**config.mk**
```make
export PLATFORM = sky130hd
export DESIGN_NAME = ctli_lerp
export DESIGN_NICKNAME = d
export VERILOG_FILES = /design/src/rtl/ctli_pkg.sv /design/src/rtl/ctli_lerp.sv
export SDC_FILE = /design/constraint.sdc
export NUM_CORES = 1
export LEC_CHECK = 0
export ABC_AREA = 1
export BUFFER_PORTS_ARGS = -buffer_cell sky130_fd_sc_hd__buf_2
export CORE_MARGIN = 2
export CORE_UTILIZATION = 60
export DETAILED_ROUTE_END_ITERATION = 12
export HOLD_SLACK_MARGIN = 0.12
export PLACE_DENSITY = 0.85
export RECOVER_POWER = 25
export SLEW_MARGIN = 20
export SYNTH_ARGS = -nofsm -noshare
export SYNTH_HDL_FRONTEND = slang
export SYNTH_SLANG_ARGS = --single-unit
```
**constraint.sdc**
```tcl
create_clock -name clk -period 8.7 [get_ports clk]
set_input_delay 1.74 -clock clk [delete_from_list [all_inputs] [get_ports clk]]
set_output_delay 1.74 -clock clk [all_outputs]
set_load 0.01 [all_outputs]
```
**src/rtl/ctli_pkg.sv**
```systemverilog
// ----------------------------------------------------------------------------
// ctli_pkg
// shared widths, register indexes and types for the trilinear interpolation core
// ----------------------------------------------------------------------------
package ctli_pkg;

  localparam int VALUE_WIDTH = 16;
  localparam int FRAC_WIDTH  = 16;
  localparam int NUM_CORNERS = 8;

  // sum of up to three corner values and its magnitude
  localparam int SUM_WIDTH = VALUE_WIDTH + 2;
  localparam int MAG_WIDTH = VALUE_WIDTH + 1;

  // divide by three as a multiply by a reciprocal, exact for magnitudes below 2^MAG_WIDTH
  localparam int DIV3_SHIFT = VALUE_WIDTH + 2;
  localparam logic [MAG_WIDTH-1:0] DIV3_MUL =
    MAG_WIDTH'(((64'd1 << DIV3_SHIFT) + 64'd2) / 64'd3);

  // stream payload widths
  localparam int IN_DATA_BITS   = NUM_CORNERS * VALUE_WIDTH + 3 * FRAC_WIDTH;
  localparam int IN_DATA_WIDTH  = ((IN_DATA_BITS + 7) / 8) * 8;
  localparam int OUT_DATA_BITS  = 3 * VALUE_WIDTH;
  localparam int OUT_DATA_WIDTH = ((OUT_DATA_BITS + 7) / 8) * 8;

  // configuration register indexes
  localparam int CFG_INDEX_WIDTH = 2;
  localparam logic [CFG_INDEX_WIDTH-1:0] CFG_DEFAULT_VALUE      = 2'd0;
  localparam logic [CFG_INDEX_WIDTH-1:0] CFG_EXTRAPOLATE_ENABLE = 2'd1;

  typedef logic signed [VALUE_WIDTH-1:0] value_t;

  typedef enum logic [1:0] {
    DIV_1,
    DIV_2,
    DIV_3
  } div_t;

  typedef struct packed {
    logic signed [SUM_WIDTH-1:0] sum;
    div_t                        div;
  } fill_t;

  // load enables of the two register ranks of one lerp unit
  typedef struct packed {
    logic mul;
    logic add;
  } lerp_en_t;

endpackage

```
**src/rtl/ctli_lerp.sv**
```systemverilog
// ----------------------------------------------------------------------------
// ctli_lerp
// one registered lerp step: a + round((b - a) * f / 2^FRAC_WIDTH)
// ----------------------------------------------------------------------------
module ctli_lerp
  import ctli_pkg::*;
(
  input  logic                  clk,
  input  lerp_en_t              en,
  input  value_t                a,
  input  value_t                b,
  input  logic [FRAC_WIDTH-1:0] frac,
  output value_t                y
);

  localparam int PROD_WIDTH = VALUE_WIDTH + FRAC_WIDTH + 2;
  localparam logic signed [PROD_WIDTH-1:0] HALF =
    {{(PROD_WIDTH - FRAC_WIDTH){1'b0}}, 1'b1, {(FRAC_WIDTH - 1){1'b0}}};

  logic signed [VALUE_WIDTH:0]    diff;
  logic signed [FRAC_WIDTH:0]     frac_s;
  logic signed [PROD_WIDTH-1:0]   prod;
  value_t                         a_q;
  logic signed [PROD_WIDTH-1:0]   rounded;
  logic signed [PROD_WIDTH-1:0]   shifted;
  logic signed [VALUE_WIDTH+1:0]  total;

  assign diff   = $signed({b[VALUE_WIDTH-1], b}) - $signed({a[VALUE_WIDTH-1], a});
  assign frac_s = $signed({1'b0, frac});

  always_ff @(posedge clk) begin
    if (en.mul) begin
      prod <= PROD_WIDTH'(diff * frac_s);
      a_q  <= a;
    end
  end

  // floor shift, ties go up
  assign rounded = prod + HALF;
  assign shifted = rounded >>> FRAC_WIDTH;
  assign total   = $signed({{2{a_q[VALUE_WIDTH-1]}}, a_q}) + shifted[VALUE_WIDTH+1:0];

  always_ff @(posedge clk) begin
    if (en.add) begin
      y <= total[VALUE_WIDTH-1:0];
    end
  end

endmodule

```
* Yosys cells after proc, flatten, opt, wreduce, memory -nomap -nowiden
Index checks and enable logic that the tools add are counted.
W data, S select, Z words.
** Word-level totals
- Bits in registers :: 64
- Word-level logic and storage cells :: 7
- Bits of input ports :: 51
- Output and inout port bits :: 16
** Cells by class
- Multiply operators :: 1
- Add/sub/neg operators :: 3
** Operator list (number)
- $add A32 B17 Y32 const B :: 1
- $mul A17 B17 Y32 :: 1
- $sub A16 B16 Y17 :: 1
- $add A16 B16 Y16 :: 1

* Longest topological paths before layout
Gate-level depths: netlist (run 1).
- Word-level depth :: 2
- Gate-level depth with buffers :: 39
- Mapped depth without buffers :: 38

* Least setup slack after synthesis (run 1)
No wires, ideal clock.
- Path type :: input port to flip-flop
- From :: input port b[0]
- To :: register prod[29] (data pin)
- Path buffers :: 0
- Data required time :: 8.441 ns
- Setup time :: 0.259 ns
- Stages on the path :: 31
- Data arrival time :: 7.555 ns
- Setup slack :: 0.886 ns
- Path through :: inv_1 ha_1 fa_1 inv_1 nand2_1 nand2_1 nand3_2 nand2_2 a21oi_4 o21ai_2 nand2_1 nand2_8 nor2_1 fa_1 inv_1 fa_1 fa_1 inv_1 fa_1 fa_1 inv_1 fa_1 inv_1 ha_1 a21oi_1 o21ai_0 a21oi_1 nand3_1 nand2_1 nand3b_1 xor2_1
** Between the ends
- Word-level cells in the longest chain between the ends :: 2
** Ends and longest elaborated chain
- start, declared :: line ctli_lerp.sv:11 : input value_t b,
- $sub A16 B16 Y17 :: line ctli_lerp.sv:28 : assign diff = $signed({b[VALUE_WIDTH-1], b}) - $signed({a[VALUE_WIDTH-1], a});
- $mul A17 B17 Y32 :: line ctli_lerp.sv:33 : prod <= PROD_WIDTH'(diff * frac_s);
- end signal, assigned :: line ctli_lerp.sv:33
- end, declared :: line ctli_lerp.sv:22 : logic signed [PROD_WIDTH-1:0] prod;
No other way between the ends.
A chain may end at the register's enable or synchronous reset.

* Worst setup path in the final report (run 1)
Ends and elaborated chain as after synthesis.

==> metrics.md, run 1 <==
| Metric | Value |
|---|---|
| Total CTS buffers | 5 |
| Mapped Cells | 1655 |
| Hold Path Class | flip-flop to flip-flop |
| Met3 usage in global routing | 0.0370 |
| Mapped Nets | 2083 |
| Largest stage delay on the critical path | 0.62 ns |
| # rows | 55 |
| Synth Flop Type | edfxtp_1 |
| Root Buffer | clkbuf_16 |
| Final hold vios | 0 |
| First-pass GRT wire length | 59.5 mm |
| Crit path from | b[0] |
| Gr busiest metal | met2 |
| Die width | between 150 and 200 um |
| Clk slew on worst S/H paths | 0.07 ns |
| Slew HR | 0.449 |
| Non-Filler Instances | 2028 |
| Fin crit period | ~8.4 ns |
| I/O pin count | 67 |
| H-tree Lvls | 2 |
| Post-CTS Hold Buffers | 0 |
| Total GRT Usage | 0.320 |
| Synth Area in XOR/XNOR | 0.0422 |
| Setup Viol. Count Final | 0 |
| Post-synth EDFFs | 49 |
| Most common cell after layout, fill and taps aside | inv_1 |
| R2R depth | 15 |
| Largest net degree at the start of global routing | 34 |
| Mux contribution to synthesized area | 0 |
| Multi-input gate area | approximately 10000 sq um |
| Critical path endpoint | prod[29] |
| Global routing usage on met2 | 0.556 |
| Synth cell types | 48 |
| Period utilization | 0.966 |
| Total Wirelength | 36.8 mm |
| Slowest CP cell | fa_1 |
| Routability cong. | 0.971 |
| Worst R2R Setup Slack | 5.73 ns |
| Antenna viol nets, final | 0 |
| Share of cells above drive strength 1 | 0.0843 |
| Vias in the first global route | around 12000 |
| Synth Area in Adders | 0.488 |
| Die H | 155 um |
| Worst r2r src | prod[15] |
| FF-to-FF End | y[15] |
| Final max-slew violation count | 0 |
| DRT iter0 DRCs | 834 |
| Layout net count | 2170 |
| Crit-path max FO | 10 |
| DRC | 0 |
| Total core area | 22500 sq um |
| Crit path top cell by count | fa_1 |
| Placed cells | 2020 |
| Most frequent cells in the layout | 438 x inv_1, 261 x fa_1, 231 x nand2_1, 177 x nor2_1, 116 x ha_1 |
| Max Buffers Root-to-Sink | 2 |
| Maxcap violations | 0 |
| YS warnings | 0 |
| Slew @ Worst Pin | 0.826 ns |
| Signal arrival time at the worst endpoint | 8.45 ns |
| CP Class | input pin to flip-flop |
| Total grt overflow | 0 |
| Starting density of the core | 0.608 |
| Via count | roughly 11000 |
| Antenna violations before repair | 0 |
| Max Freq | 119 MHz |
| Antenna fix cells | 0 |
| RSZ-0062 raised after global routing | no |
| Synth top area share | 0.382 |
| Pre-antenna DRT Iters | 6 |
| Sequential area share after synthesis | 0.108 |
| Register bit total from synthesis | 49 |
| Global Route met1 Usage | 0.403 |
| Filler cells | 1875 |
| Startpoint Class | input pin |
| Via/cell ratio | 5.59 |
| Synth Area in Simple Gates | 0.180 |
| Req. time, crit path | 8.74 ns |
| Synthesized area per cell | 8.26 sq um |
| CTS tree | yes |
| Biggest area consumer among synthesized cells | fa_1 |
| Area Overhead vs Synth | 7.63% |
| Compound-cell area share of the yosys netlist | 0.0491 |
| Worst Skew | 0.00747 ns |
| Mapped Area | 13700 sq um |
| IO buf count | 66 |
| Post-CTS setup repair buffer count | 0 |
| CTS sink cnt | between 40 and 50 |
| Synth async-reset ratio | 0 |
| Run status | finished clean |
| WL per Instance | 18.1 um |
| Die area | 24000 sq um |
| CP endpoint kind | flip-flop |
| Register area | approximately 1500 sq um |
| Top post-synthesis cells by area | fa_1 38%, inv_1 12%, edfxtp_1 11%, ha_1 11%, nand2_1 6.4% |
| Main combinational cell family by area after synthesis | adder cells |
| Clk_lat worst skew | around 0.29 ns |
| Placed wire-length estimate | 31.7 mm |
-- per-layer routing --
layer  share of wire  vias to the layer above
li1                -                     5131
met1            0.37                     5454
met2            0.48                      583
met3           0.092                      163
met4           0.056                        0
met5               0                        -
-- flip-flops by register name, indices dropped and copies added (netlist names) --
signal,flops
a_q,16
prod,17
y,16
-- how the worst min path moves through the flow --
stage                      start  cells past startpoint  endpoint
after detailed placement  a_q[0]                      1      y[0]
after floorplan           a_q[0]                      1      y[0]
after global placement    a_q[0]                      1      y[0]
after CTS                 a_q[0]                      1      y[0]
after global routing      a_q[0]                      1      y[0]
final                     a_q[0]                      1      y[0]
-- critical path, delay by kind of cell --
family                   cells  cell delay (ns)
AO/OA/AOI/OAI                3             0.52
AND/OR/NAND/NOR             11             1.18
adder cells (fa/ha/maj)      9             4.16
buffers and inverters        8             0.66
XOR/XNOR                     1             0.15
-- Yosys cell counts (2+ instances only) --
cell type,count
or2_1,5
a21o_1,6
o22ai_1,4
inv_2,6
o21ai_1,2
edfxtp_1,49
nand2_1,234
nor3_1,7
and2_1,2
nand3b_1,2
a21boi_0,2
nand3_2,6
o21a_1,2
o211ai_1,2
clkbuf_1,20
nor2_1,178
clkinv_1,7
ha_1,116
xnor2_1,13
or2_2,5
buf_4,2
o21ai_0,18
and3_1,3
fa_1,261
o31ai_1,3
buf_2,4
nand4_1,9
nand2_4,2
xor2_1,51
a31oi_1,2
nand3_1,102
o21bai_1,8
inv_1,438
nor4_1,2
a21oi_1,62
nand2_2,8
-- what timing repair did --
| item | CTS | global route |
|---|---|---|
| resized for setup | 0 | 8 |
| setup endpoints to repair | 0 | 7 |
| hold endpoints to repair | 0 | 0 |
-- area by class of cell --
class	instances	area share
clock inverters	3	0.00170
clock buffers	5	0.00850
inverters	451	0.115
repair buffers	109	0.0433
well taps	285	0.0242
multi-input cells	1126	0.707
flip-flops and latches	49	0.100
-- stage by stage --
stage                     worst slack [ns]  area [sq um]  setup TNS, ns  hold WS, ns  utilization
after floorplan                      0.886         13700              0        0.526            -
after global placement              0.0990         14600              0        0.550        0.647
after detailed placement           -0.0481         14600         -0.103        0.551        0.647
after CTS                            0.242         14700              0        0.567        0.653
after global routing               0.00510         14700              0        0.592        0.654
final                                0.296         14700              0        0.566        0.654
-- cell families (layout without fill, tap and decap cells) --
logic type | Yosys count | after routing
buf+inv | 480 | 568
simple gates | 568 | 568
flops | 49 | 49
fa+ha+maj | 377 | 377
compound gates | 116 | 116
xor+xnor | 65 | 65
Power of run 1 is not shown: default switching activity piles up to over one toggle a cycle in this logic, so the estimate is an artifact.
==> run 2, diff against run 1 <==
MAX_ROUTING_LAYER = met4   (was unset)
==> run 2 against run 1 <==
  * Flip-flop and latch count is the same
  * Clock skew decreased by 0.00095 ns
  * Fmax increased by 0.54%
  * Design area rose by 0.57%
  * Largest cell class unchanged
==> metrics.md, run 2 (synthesis results as in run 1) <==
| Metric | Value |
|---|---|
| Run status | finished clean |
| Min-Delay Path Depth | 1 |
| Most common cell after layout, fill and taps aside | inv_1 |
| Via/cell ratio | 5.61 |
| Clk slew on worst S/H paths | about 0.070 ns |
| Post-CTS setup repair buffer count | 0 |
| Hold WS | 0.578 ns |
| Slowest CP cell | fa_1 |
| Antenna viol nets, final | 0 |
| Max Freq | about 120 MHz |
| # rows | 55 |
| Layout net count | 2179 |
| Most frequent cells in the layout | 438 x inv_1, 261 x fa_1, 231 x nand2_1, 177 x nor2_1, 116 x ha_1 |
| CTS tree | yes |
| Total GRT Usage | 0.337 |
| Clk_lat worst skew | 0.29 ns |
| WHS Endpoint | y[0] |
| Max Buffers Root-to-Sink | 2 |
| Total Wirelength | 37.7 mm |
| Via count | between 10000 and 15000 |
| Antenna violations before repair | 1 |
| Largest net degree at the start of global routing | 34 |
| Area Overhead vs Synth | 8.24% |
| Hold Path Class | flip-flop to flip-flop |
| WL per Instance | 18.5 um |
| Cell Area, Placed | 14600 sq um |
| Max reg flops | 17 |
| CP endpoint kind | flip-flop |
| Die area | 24000 sq um |
| Slew HR | 0.442 |
| IO buf count | 66 |
| Signal arrival time at the worst endpoint | 8.41 ns |
| Final max-slew violation count | 0 |
| Post-CTS Hold Buffers | 0 |
| CP Class | input pin to flip-flop |
| Die width | 155 um |
| Worst Skew | ~0.0065 ns |
| Critical path's top delay family | adder cells |
| RSZ-0062 raised after global routing | no |
| Min-Delay Startpoint | a_q[0] |
| Largest stage delay on the critical path | 0.61 ns |
| Setup Viol. Count Final | 0 |
| Worst R2R Setup Slack | 5.75 ns |
| I/O pin count | 67 |
| CTS sink cnt | 49 |
| Maxcap violations | 0 |
| Total CTS buffers | 5 |
| Root Buffer | clkbuf_16 |
| H-tree Lvls | 2 |
| Cts repair resizes | 0 |
| Crit path buffers/inverters | 8 |
| FF-to-FF End | y[13] |
| Fin crit period | between 8 and 9 ns |
| Period utilization | 0.961 |
| Die H | 155 um |
| Largest registers | prod: 17 flops, a_q: 16 flops, y: 16 flops |
| Final hold vios | 0 |
| Routability cong. | roughly 1.0 |
| Starting density of the core | 0.608 |
| DRT iter0 DRCs | 900 |
| Total grt overflow | 0 |
| Share of cells above drive strength 1 | 0.0919 |
| Largest Register | prod |
| R2R depth | 16 |
| Slew @ Worst Pin | 0.837 ns |
| Total core area | 22500 sq um |
| Crit-path max FO | 10 |
| Vias in the first global route | between 10000 and 15000 |
| Startpoint Class | input pin |
| Placed wire-length estimate | 31.9 mm |
| First-pass GRT wire length | 61.1 mm |
| Fin area | 14800 sq um |
| Req. time, crit path | slightly below 9 ns |
| Worst r2r src | prod[15] |
| Pre-antenna DRT Iters | 7 |
| DRC | 0 |
-- run 2: cell types whose count changed in the layout (fill, tap and decap cells not counted), sizes merged --
cell,before,now
buf,97,108
clkbuf,17,15
diode,0,1
-- run 2: worst max-delay path by stage --
| stage | startpoint | to | slack [ns] | depth (start not counted) |
|---|---|---|---|---|
| after floorplan | b[0] | prod[29] | 0.89 | 31 |
| after global placement | a[13] | prod[31] | 0.11 | 33 |
| after detailed placement | a[0] | prod[31] | -0.04 | 34 |
| after CTS | a[0] | prod[31] | 0.26 | 34 |
| after global routing | a[2] | prod[22] | 0.003 | 30 |
| final | a[13] | prod[31] | 0.34 | 30 |
-- run 2: final cells by class --
cell class	count	area (sq um)
multi-input combinational	1126	10400
antenna	1	2.50
tap	285	357
clock inverter	3	25.0
sequential	49	1470
clock buffer	5	125
timing repair buffer	118	708
fill	1868	7700
inverter	451	1700
-- run 2: layer usage --
metal	track usage	wire length (um)
met1	0.415	14300
met2	0.557	17900
met3	0.0524	3550
met4	0.145	1920
met5	-	0
-- run 2: worst reg2reg max path: stages (launching register included) --
cell      delay, ns
edfxtp_1       0.35
ha_1           0.20
nand3_2        0.11
nor3b_2        0.29
nand3_2        0.15
inv_1          0.09
nand3_1        0.10
xor2_1         0.16
inv_1          0.06
ha_1           0.36
nand2_1        0.11
inv_1          0.04
a21oi_1        0.20
nand3_1        0.16
nand3_1        0.10
nand2_1        0.06
xor2_1         0.14
-- run 2: metrics by stage --
stage          TNS, ns  utilization  setup WS [ns]  std cells
3_3_place_gp         0        0.650          0.113       2029
5_1_grt              0        0.658        0.00325       2038
3_5_place_dp   -0.0535        0.650        -0.0420       2029
4_1_cts              0        0.656          0.264       2037
6_report             0        0.658          0.341       2038
2_1_floorplan        0            -          0.886       1655
Power of run 2 is left out for the same reason.
==> run 3, diff against run 2 <==
REMOVE_ABC_BUFFERS = 1   (was unset)
==> run 3 against run 2 <==
  * First-iteration DRC count is 12% higher
  * Flip-flop and latch count unchanged
  * Fmax grew 0.29%
  * Register-to-register slack lost 0.08 ns
  * Clock skew shrank 0.0025 ns
  * Count of clock-buffer cells in the layout unchanged
  * Non-clock buffer count down 15
  * Routed wire length down 1.6%
  * Via count increased by 0.40%
  * Hold slack worse by 0.019 ns
  * Sequential share of layout area rose by 0.062 points
  * Die area did not move
==> metrics.md, run 3 (synthesis results as in run 1) <==
| Metric | Value |
|---|---|
| Placed wire-length estimate | 31.0 mm |
| Largest net degree at the start of global routing | 34 |
| Vias in the first global route | 12300 |
| Share of cells above drive strength 1 | 0.0812 |
| CP endpoint kind | flip-flop |
| Most common cell after layout, fill and taps aside | inv_1 |
| Slew HR | 0.462 |
| CTS tree | yes |
| Most frequent cells in the layout | 438 x inv_1, 261 x fa_1, 233 x nand2_1, 177 x nor2_1, 116 x ha_1 |
| Layout net count | 2164 |
| Antenna viol nets, final | 0 |
| H-tree Lvls | 2 |
| Total core area | 22500 sq um |
| Req. time, crit path | 8.75 ns |
| Via count | 11500 |
| Die width | between 150 and 200 um |
| Cts repair resizes | 0 |
| Hold Path Class | flip-flop to flip-flop |
| DRC | 0 |
| Hold WS | 0.558 ns |
| Signal arrival time at the worst endpoint | 8.39 ns |
| Crit-path max FO | 6 |
| WL per Instance | approximately 18 um |
| Slew @ Worst Pin | about 0.8 ns |
| Crit path top cell by count | nand2_1 |
| Clk_lat worst skew | between 0.2 and 0.3 ns |
| Die H | around 150 um |
| Clk slew on worst S/H paths | 0.07 ns |
| Largest stage delay on the critical path | 0.57 ns |
| Total Wirelength | 37.1 mm |
| Total CTS buffers | 5 |
| Max reg flops | 17 |
| Final hold vios | 0 |
| I/O pin count | 67 |
| Starting density of the core | 0.608 |
| Antenna violations before repair | 0 |
| Largest registers | prod: 17 flops, a_q: 16 flops, y: 16 flops |
| Slowest CP cell | fa_1 |
| Root Buffer | clkbuf_16 |
| Startpoint Class | input pin |
| CTS sink cnt | around 50 |
| Antenna fix cells | 0 |
| # rows | 55 |
| Run status | finished clean |
| Setup Viol. Count Final | 0 |
| First-pass GRT wire length | about 60 mm |
| Maxcap violations | 0 |
| Routability cong. | 1.05 |
| Via/cell ratio | 5.68 |
| Total GRT Usage | 0.332 |
| Setup TNS Final | 0 ns |
| Fin crit period | 8.34 ns |
| Largest Register | prod |
| IO buf count | 66 |
| Die area | 24000 sq um |
| Worst Skew | 0.00400 ns |
| Post-CTS Hold Buffers | 0 |
| CP Class | input pin to flip-flop |
| Period utilization | 0.958 |
| Max Freq | 120 MHz |
| DRT iter0 DRCs | a little over 1000 |
| Post-CTS setup repair buffer count | 0 |
| Post-layout util | 0.654 |
| Area Overhead vs Synth | 7.58% |
| Final max-slew violation count | 0 |
| Total grt overflow | 0 |
| Max Buffers Root-to-Sink | 2 |
| Pre-antenna DRT Iters | 6 |
## run 3: final cells by class
type | instances | area [sq um]
Clock inverter | 3 | 68.8
Multi-Input combinational cell | 1126 | 10400
Fill cell | 1820 | 7790
Tap cell | 285 | 357
Timing Repair Buffer | 103 | 594
Sequential cell | 49 | 1470
Inverter | 451 | 1690
Clock buffer | 5 | 125
## run 3: critical path, delay by kind of cell
family,cells,cell delay [ns]
buffers and inverters,7,0.53
and+or+nand+nor,16,1.79
adders and majority gates,9,4.01
AOI/OAI and AO/OA,2,0.29
## run 3: path summary, 6_finish.rpt
path | slack [ns] | startpoint | cells past startpoint | end
max | 0.36 | a[0] | 34 | prod[31]
min | 0.56 | a_q[0] | 1 | y[0]
max reg2reg | 5.67 | prod[17] | 15 | y[13]
min reg2reg | 0.56 | a_q[0] | 1 | y[0]
## run 3: stage by stage
stage / std cells / worst slack [ns] / instance area, sq um
finish: 2022 / 0.365 / 14700
CTS: 2022 / 0.319 / 14700
floorplan: 1626 / 0.726 / 13500
global route: 2022 / -0.00405 / 14700
global placement: 2014 / 0.142 / 14500
detailed placement: 2014 / 0.0175 / 14500
## run 3: routing by layer
metal | wire length [um] | GRT usage | vias to the layer above
li1 | - | - | 5104
met1 | 13400 | 0.403 | 5528
met2 | 17600 | 0.546 | 656
met3 | 3530 | 0.0468 | 188
met4 | 2530 | 0.173 | 0
met5 | 0 | - | -
Power of run 3 is left out for the same reason.
